<file path="config.mk">
export PLATFORM = sky130hd
export DESIGN_NAME = url_percent_decoder
export DESIGN_NICKNAME = d
export VERILOG_FILES = /design/src/design/upd_pkg.sv /design/src/design/upd_front.sv /design/src/design/upd_cmd_fifo.sv /design/src/design/upd_back.sv /design/src/design/url_percent_decoder.sv
export VERILOG_INCLUDE_DIRS = /design/src /design/src/design
export SDC_FILE = /design/constraint.sdc
export NUM_CORES = 1
export LEC_CHECK = 0
export BUFFER_PORTS_ARGS = -buffer_cell sky130_fd_sc_hd__buf_4
export CORE_MARGIN = 8
export CORE_UTILIZATION = 45
export DETAILED_ROUTE_END_ITERATION = 7
export HOLD_SLACK_MARGIN = 0.06
export PLACE_DENSITY = 0.68
export SETUP_SLACK_MARGIN = 0.1
export SLEW_MARGIN = 20
export SYNTH_ARGS = -nofsm -noshare
export SYNTH_HDL_FRONTEND = slang
export SYNTH_SLANG_ARGS = --single-unit
</file>
<file path="constraint.sdc">
create_clock -name clk_i -period 10.6 [get_ports clk_i]
set_input_delay 0.53 -clock clk_i [delete_from_list [all_inputs] [get_ports clk_i]]
set_output_delay 0.53 -clock clk_i [all_outputs]
set_load 0.02 [all_outputs]
</file>
<file path="src/design/assert_macros.svh">
// Assertion helpers shared by the design files.
`ifndef ASSERT_MACROS_SVH
`define ASSERT_MACROS_SVH

// Concurrent assertion on an explicit clock and active-low reset.
`define ASSERT_AT(lbl, clk, rst_n, prop, msg) \
  lbl: assert property (@(posedge clk) disable iff (!rst_n) prop) else $error(msg);

// Concurrent assertion on the usual clk_i / rst_ni pair.
`define ASSERT_DEF(lbl, prop, msg) `ASSERT_AT(lbl, clk_i, rst_ni, prop, msg)

`endif

</file>
<file path="src/design/upd_pkg.sv">
`default_nettype none

package upd_pkg;

  // Characters with a special meaning in the encoded string
  localparam logic [7:0] CharPlus    = 8'h2B;
  localparam logic [7:0] CharPercent = 8'h25;
  localparam logic [7:0] CharSpace   = 8'h20;

  // Default depth of the command queue between front and back
  localparam int CmdFifoDepth = 2;

  // Up to three decoded bytes settled by one input byte, oldest in slot 0.
  // last marks the final byte of the group as the end of the string.
  typedef struct packed {
    logic [1:0]      num;
    logic [2:0][7:0] bytes;
    logic            last;
  } cmd_t;

  function automatic logic is_hex(input logic [7:0] c);
    is_hex = (c >= 8'h30 && c <= 8'h39) || (c >= 8'h41 && c <= 8'h46) ||
             (c >= 8'h61 && c <= 8'h66);
  endfunction

  function automatic logic [3:0] hex_val(input logic [7:0] c);
    logic [7:0] v;
    v = 8'h00;
    if (c >= 8'h30 && c <= 8'h39) begin
      v = c - 8'h30;
    end else if (c >= 8'h41 && c <= 8'h46) begin
      v = c - 8'h37;
    end else if (c >= 8'h61 && c <= 8'h66) begin
      v = c - 8'h57;
    end
    hex_val = v[3:0];
  endfunction

endpackage

`default_nettype wire

</file>
<file path="src/design/upd_front.sv">
`default_nettype none

`include "assert_macros.svh"

module upd_front (
  input  wire logic          clk_i,
  input  wire logic          rst_ni,
  input  wire logic          accept_i,
  input  wire logic [7:0]    byte_i,
  input  wire logic          last_i,
  output upd_pkg::cmd_t      cmd_o
);
  import upd_pkg::*;

  localparam logic [1:0] PhaseIdle  = 2'd0;
  localparam logic [1:0] PhasePct   = 2'd1;
  localparam logic [1:0] PhaseDigit = 2'd2;

  logic [1:0] phase_q, phase_d;
  logic [7:0] held_q, held_d;

  logic [1:0] pfx_num;
  logic       do_plain;
  logic       plain_emit;
  logic [7:0] plain_byte;
  logic [1:0] plain_phase;
  cmd_t       cmd;

  // Escape handling: bytes held from earlier, then the current byte if plain
  always_comb begin
    held_d   = held_q;
    pfx_num  = 2'd0;
    do_plain = 1'b1;
    cmd      = '0;
    phase_d  = phase_q;

    unique case (phase_q)
      PhasePct: begin
        if (is_hex(byte_i) && !last_i) begin
          held_d   = byte_i;
          do_plain = 1'b0;
          phase_d  = PhaseDigit;
        end else begin
          cmd.bytes[0] = CharPercent;
          pfx_num      = 2'd1;
        end
      end
      PhaseDigit: begin
        if (is_hex(byte_i)) begin
          cmd.bytes[0] = {hex_val(held_q), hex_val(byte_i)};
          pfx_num      = 2'd1;
          do_plain     = 1'b0;
          phase_d      = PhaseIdle;
        end else begin
          cmd.bytes[0] = CharPercent;
          cmd.bytes[1] = held_q;
          pfx_num      = 2'd2;
        end
      end
      default: begin
        pfx_num = 2'd0;
      end
    endcase

    // Ordinary decode of the current byte
    plain_emit  = 1'b1;
    plain_byte  = byte_i;
    plain_phase = PhaseIdle;
    if (byte_i == CharPercent) begin
      if (!last_i) begin
        plain_emit  = 1'b0;
        plain_phase = PhasePct;
      end
    end else if (byte_i == CharPlus) begin
      plain_byte = CharSpace;
    end

    if (do_plain) begin
      phase_d = plain_phase;
      if (plain_emit) begin
        unique case (pfx_num)
          2'd0:    cmd.bytes[0] = plain_byte;
          2'd1:    cmd.bytes[1] = plain_byte;
          default: cmd.bytes[2] = plain_byte;
        endcase
      end
    end

    cmd.num  = pfx_num + {1'b0, do_plain & plain_emit};
    cmd.last = last_i;
  end

  assign cmd_o = cmd;

  // Escape state moves only on an accepted byte
  always_ff @(posedge clk_i or negedge rst_ni) begin
    if (!rst_ni) begin
      phase_q <= PhaseIdle;
      held_q  <= 8'h00;
    end else if (accept_i) begin
      phase_q <= phase_d;
      held_q  <= held_d;
    end
  end

  `ASSERT_DEF(a_held_is_hex, (phase_q == PhaseDigit) |-> is_hex(held_q), "held digit not hex")

endmodule

`default_nettype wire

</file>
<file path="src/design/upd_cmd_fifo.sv">
`default_nettype none

`include "assert_macros.svh"

module upd_cmd_fifo #(
  parameter int DEPTH = upd_pkg::CmdFifoDepth
) (
  input  wire logic          clk_i,
  input  wire logic          rst_ni,
  input  wire logic          wr_i,
  input  wire upd_pkg::cmd_t wr_data_i,
  output logic               full_o,
  input  wire logic          rd_i,
  output upd_pkg::cmd_t      rd_data_o,
  output logic               empty_o
);
  import upd_pkg::*;

  localparam int PtrW = (DEPTH > 1) ? $clog2(DEPTH) : 1;
  localparam int CntW = $clog2(DEPTH + 1);

  cmd_t            mem_q [DEPTH];
  logic [PtrW-1:0] wr_ptr_q, rd_ptr_q;
  logic [CntW-1:0] count_q;

  function automatic logic [PtrW-1:0] ptr_inc(input logic [PtrW-1:0] p);
    ptr_inc = (p == PtrW'(DEPTH - 1)) ? '0 : p + 1'b1;
  endfunction

  assign full_o    = (count_q == CntW'(DEPTH));
  assign empty_o   = (count_q == '0);
  assign rd_data_o = mem_q[rd_ptr_q];

  // Storage
  always_ff @(posedge clk_i) begin
    if (wr_i) begin
      mem_q[wr_ptr_q] <= wr_data_i;
    end
  end

  // Pointers and fill count
  always_ff @(posedge clk_i or negedge rst_ni) begin
    if (!rst_ni) begin
      wr_ptr_q <= '0;
      rd_ptr_q <= '0;
      count_q  <= '0;
    end else begin
      if (wr_i) begin
        wr_ptr_q <= ptr_inc(wr_ptr_q);
      end
      if (rd_i) begin
        rd_ptr_q <= ptr_inc(rd_ptr_q);
      end
      if (wr_i && !rd_i) begin
        count_q <= count_q + 1'b1;
      end else if (rd_i && !wr_i) begin
        count_q <= count_q - 1'b1;
      end
    end
  end

  `ASSERT_DEF(a_no_overflow, wr_i |-> !full_o, "command queue overflow")
  `ASSERT_DEF(a_no_underflow, rd_i |-> !empty_o, "command queue underflow")
  `ASSERT_DEF(a_count_bound, count_q <= CntW'(DEPTH), "command queue count out of range")

endmodule

`default_nettype wire

</file>
<file path="src/design/upd_back.sv">
`default_nettype none

`include "assert_macros.svh"

module upd_back (
  input  wire logic          clk_i,
  input  wire logic          rst_ni,
  input  wire upd_pkg::cmd_t cmd_i,
  input  wire logic          cmd_valid_i,
  output logic               cmd_pop_o,
  output logic               empty_o,
  input  wire logic          pop_i,
  output logic [7:0]         byte_o,
  output logic               last_o
);
  import upd_pkg::*;

  logic [1:0] idx_q, idx_d;
  logic       out_valid_q, out_valid_d;
  logic [7:0] out_byte_q;
  logic       out_last_q;

  logic       advance;
  logic       emit;
  logic       final_slot;
  logic [7:0] sel_byte;

  // Output register frees up when empty or being taken this cycle
  assign advance    = !out_valid_q || pop_i;
  assign emit       = cmd_valid_i && advance;
  assign final_slot = (idx_q == (cmd_i.num - 2'd1));
  assign cmd_pop_o  = emit && final_slot;

  always_comb begin
    unique case (idx_q)
      2'd0:    sel_byte = cmd_i.bytes[0];
      2'd1:    sel_byte = cmd_i.bytes[1];
      default: sel_byte = cmd_i.bytes[2];
    endcase
  end

  // Walk through the slots of the head command, one byte per transfer
  always_comb begin
    idx_d       = idx_q;
    out_valid_d = out_valid_q;
    if (emit) begin
      idx_d       = final_slot ? 2'd0 : idx_q + 2'd1;
      out_valid_d = 1'b1;
    end else if (pop_i) begin
      out_valid_d = 1'b0;
    end
  end

  always_ff @(posedge clk_i or negedge rst_ni) begin
    if (!rst_ni) begin
      idx_q       <= 2'd0;
      out_valid_q <= 1'b0;
    end else begin
      idx_q       <= idx_d;
      out_valid_q <= out_valid_d;
    end
  end

  // Result payload
  always_ff @(posedge clk_i) begin
    if (emit) begin
      out_byte_q <= sel_byte;
      out_last_q <= cmd_i.last && final_slot;
    end
  end

  assign empty_o = !out_valid_q;
  assign byte_o  = out_byte_q;
  assign last_o  = out_last_q;

  `ASSERT_DEF(a_idx_in_cmd, cmd_valid_i |-> (idx_q < cmd_i.num), "slot index past command")
  `ASSERT_DEF(a_idx_idle_zero, !cmd_valid_i |-> (idx_q == 2'd0), "slot index left mid-command")

endmodule

`default_nettype wire

</file>
<file path="src/design/url_percent_decoder.sv">
`default_nettype none

// URL percent decoder. Takes one encoded byte per transfer (in_last_i on the
// final byte of a string) and returns the decoded bytes, out_last_o on the
// final one: '+' becomes a space, '%' with two hex digits becomes the byte
// they encode, and a broken or cut-short escape passes through as it was.
// One byte is accepted per cycle while full is low; one result is delivered
// per cycle while pop is held and empty is low. An input byte settles zero
// to three results, and the output port drains them one per cycle, so a byte
// that closes a broken escape keeps the output busy for up to three results.
// The command queue (CMD_FIFO_DEPTH entries, the command being drained among
// them) takes CMD_FIFO_DEPTH - 1 further commands meanwhile; with the
// default depth full then holds input until the long command has drained.
// Results pass through the command queue and then the output register.
module url_percent_decoder #(
  parameter int CMD_FIFO_DEPTH = upd_pkg::CmdFifoDepth
) (
  input  wire logic       clk_i,
  input  wire logic       rst_ni,
  input  wire logic       push,
  output logic            full,
  input  wire logic [7:0] in_byte_i,
  input  wire logic       in_last_i,
  output logic            empty,
  input  wire logic       pop,
  output logic [7:0]      out_byte_o,
  output logic            out_last_o
);
  import upd_pkg::*;

  logic accept;
  logic fifo_wr;
  logic fifo_rd;
  logic fifo_empty;
  cmd_t front_cmd;
  cmd_t head_cmd;

  assign accept  = push && !full;
  // Bytes that only open or extend an escape leave nothing to deliver
  assign fifo_wr = accept && (front_cmd.num != 2'd0);

  upd_front u_front (
    .clk_i    (clk_i),
    .rst_ni   (rst_ni),
    .accept_i (accept),
    .byte_i   (in_byte_i),
    .last_i   (in_last_i),
    .cmd_o    (front_cmd)
  );

  upd_cmd_fifo #(
    .DEPTH (CMD_FIFO_DEPTH)
  ) u_cmd_fifo (
    .clk_i     (clk_i),
    .rst_ni    (rst_ni),
    .wr_i      (fifo_wr),
    .wr_data_i (front_cmd),
    .full_o    (full),
    .rd_i      (fifo_rd),
    .rd_data_o (head_cmd),
    .empty_o   (fifo_empty)
  );

  upd_back u_back (
    .clk_i       (clk_i),
    .rst_ni      (rst_ni),
    .cmd_i       (head_cmd),
    .cmd_valid_i (!fifo_empty),
    .cmd_pop_o   (fifo_rd),
    .empty_o     (empty),
    .pop_i       (pop),
    .byte_o      (out_byte_o),
    .last_o      (out_last_o)
  );

endmodule

`default_nettype wire
</file>
==> impl_metrics.py <==
metrics = {
    "status": {
        "run_status": "finished clean",
    },
    "power": {
        "p_leak_uw": 0.00166,
        "irDropWorstVdd_v": 0.0000911,
        "p_per_area_nw_per_um2": 247,
    },
    "timing": {
        "finalSetupViolCount": 0,
        "tns_ps": 0,
        "fin_crit_sh": 0.336,
        "fmax_ghz": 0.281,
        "maxSlewViolCount": 0,
        "rsz0062_at_grt": "no",
        "slew-limit-headroom": 0.386,
        "hold_viol": 0,
        "worst-slew-pin-transition_ps": 919,
        "min_period_ps": 3560,
        "worst_clock_skew_ps": 8.99,
    },
    "synthesis": {
        "syn-num-nets": 330,
        "synth_top_area_share": 0.493,
        "synth.distinct_cells": 53,
        "synth.area.top_cells": "edfxtp_1 (49%), dfrtp_1 (11%), ha_1 (4.6%), a22o_1 (3.0%), nand2_1 (2.4%)",
        "yosys.area.top_type": "edfxtp_1",
        "ys_seq_area_frac": 0.604,
        "synth_top_flop_cell": "edfxtp_1",
        "synth_area_per_cell_um2": 12.7,
        "async_flop_share": 0.213,
        "synth_area_um2": 3840,
        "synth_warnings": 0,
        "netlist_instances": 303,
        "synth_edf_count": 63,
        "yosys_register_bits": 80,
    },
    "global_route": {
        "overflow": 0,
        "grt_first_pass_wirelength_mm": 13.0,
        "antenna_found_initial": 0,
        "grt_max_degree": 28,
        "grt_usage": 0.144,
        "grt_pass1_vias": 2479,
    },
    "run": {
        "maxCapViolCount": 0,
    },
    "floorplan": {
        "start_util": 0.465,
        "die_h_um": 108,
        "die_area_um2": 11700,
        "die_w_um": 108,
        "core_area_um2": 8260,
        "row_count": 33,
        "pin_count": 24,
    },
    "finish": {
        "diodes": 0,
        "post_route_cells_drive_above_1_share": 0.155,
        "final_cell_mix": "edfxtp_1 (63), buf_4 (26), nand2_1 (25)",
        "areaGrowthSynthToFinish_pct": 13.2,
        "fin_nets": 358,
        "final_common_cell": "edfxtp_1",
        "stdcell_count": 441,
    },
    "detailed_routing": {
        "drtIter0Drc": 165,
        "vias_per_cell": 5.68,
        "routedWlPerCell_um": 18.2,
        "routed_wl_mm": 8.02,
        "drt.antenna.violating_nets": 0,
        "route.detailed.drc": 0,
        "dr_total_vias": 2507,
        "drtPass1Iterations": 5,
    },
    "critical_path": {
        "cp.arrival_ps": 3830,
        "worstSetupEndpointType": "flip-flop",
        "critPathRequiredTime_ps": 10870,
        "cp_max_fo": 8,
        "start_kind": "input pin",
        "crit_type": "input pin to flip-flop",
    },
    "placement": {
        "hpwl_mm": 5.78,
        "portBuffers": 23,
        "dp.cells": 424,
        "gp_congestion": 0.923,
    },
    "cts": {
        "cts-root-buf": "clkbuf_8",
        "htreeDepth": 3,
        "clkTransAtPathRegs_ps": 80,
        "postCtsSetupBuffers": 0,
        "cts_tree": "yes",
        "cts_sinks": 80,
        "clk_latency_ps": 350,
        "numCtsBuffers": 9,
        "clock_path_buffers": 2,
    },
    "min_path": {
        "hp-class": "input pin to flip-flop",
    },
}
## through the flow
step / total power (µW) / setup WS [ps] / hold slack, ps / instance area [µm²] / util
2_1_floorplan: 743 / 6330 / 234 / 3840 / -
3_3_place_gp: 845 / 6820 / 417 / 4130 / 0.500
3_5_place_dp: 860 / 6690 / 421 / 4130 / 0.500
4_1_cts: 1090 / 7060 / 350 / 4340 / 0.526
5_1_grt: 1140 / 6770 / 361 / 4350 / 0.526
6_report: 1070 / 7040 / 369 / 4350 / 0.526
## path summary, 6_finish.rpt
| kind | cells past startpoint | to | from | slack [ps] |
|---|---|---|---|---|
| worst max-delay path | 15 | u_cmd_fifo.count_q[1] | in_byte_i[1] | 7040 |
| worst min-delay path | 2 | u_back.out_valid_q | pop | 370 |
| worst max register to register | 13 | u_cmd_fifo.count_q[1] | u_front.phase_q[0] | 7500 |
| worst min register to register | 1 | u_cmd_fifo.count_q[1] | u_cmd_fifo.count_q[1] | 500 |
| max in group asynchronous | 2 | u_cmd_fifo.rd_ptr_q | rst_ni | 9810 |
| min in group asynchronous | 2 | u_back.idx_q[0] | rst_ni | 590 |
## report_power, final
part / total (µW) / internal (µW) / switching [µW]
Combinational: 352 / 134 / 218
Clock: 225 / 111 / 114
Sequential: 495 / 454 / 41.7
Total: 1070 / 698 / 374
## registers in the layout (all words and copies together) (netlist names)
name,count
u_cmd_fifo.count_q,2
u_back.out_valid_q,1
u_cmd_fifo.wr_ptr_q,1
u_cmd_fifo.mem_q,54
u_back.idx_q,2
u_front.phase_q,2
u_cmd_fifo.rd_ptr_q,1
u_back.byte_o,8
u_front.held_q,8
u_back.last_o,1
## cell families after synthesis
group / Yosys count / synth area share
compound gates: 86 / 0.159
xor+xnor: 9 / 0.0205
fa+ha+maj: 14 / 0.0456
buf+inv: 27 / 0.0267
flops: 80 / 0.604
mux: 12 / 0.0333
simple gates: 75 / 0.111
## worst max-delay path, stage by stage
cell and delay, ps:
buf_4 130, inv_1 130, ha_1 230, o21bai_1 110, a21oi_1 510, o31ai_1 150, a21oi_1 410, a21oi_1 90
ha_1 360, o31ai_2 450, inv_1 90, ha_1 220, xor2_1 150, nor2_1 120, xor2_1 140
## Yosys cell counts, types with 3 or more instances
master and n:
a22o_1 13, ha_1 14, dfrtp_1 17, a211oi_1 9, o211ai_1 3, nand2_1 25, and3_1 9, clkbuf_1 7
xnor2_1 7, nand2b_1 3, inv_1 17, o21ai_1 4, mux2i_1 6, a21oi_1 13, and2_1 4, a21o_1 3
o21ai_0 6, mux2_1 5, nor2_1 12, o22ai_1 3, nor3_1 4, a22oi_1 9, a31oi_1 8, edfxtp_1 63
nor2b_1 3
## timing repair
action                                 4_1_cts  5_1_grt
endpoints found under the hold margin       17        0
hold buffers                                 1        0
gates resized for setup                      0        0
## layout make-up
type | count | area, µm²
Clock buffer | 9 | 124
Clock inverter | 7 | 78.8
Fill cell | 744 | 3910
Inverter | 17 | 63.8
Multi-Input combinational cell | 196 | 1430
Sequential cell | 80 | 2320
Tap cell | 105 | 131
Timing Repair Buffer | 27 | 205
## routing by layer
| metal | part of all wire | GRT usage | vias to the layer above |
|---|---|---|---|
| li1 | - | - | 1220 |
| met1 | 0.47 | 0.186 | 1232 |
| met2 | 0.49 | 0.235 | 53 |
| met3 | 0.039 | 0.0345 | 2 |
| met4 | 0.0050 | 0.0440 | 0 |
| met5 | 0 | 0 | - |
Note: power is estimated with default switching activity, not from simulation.
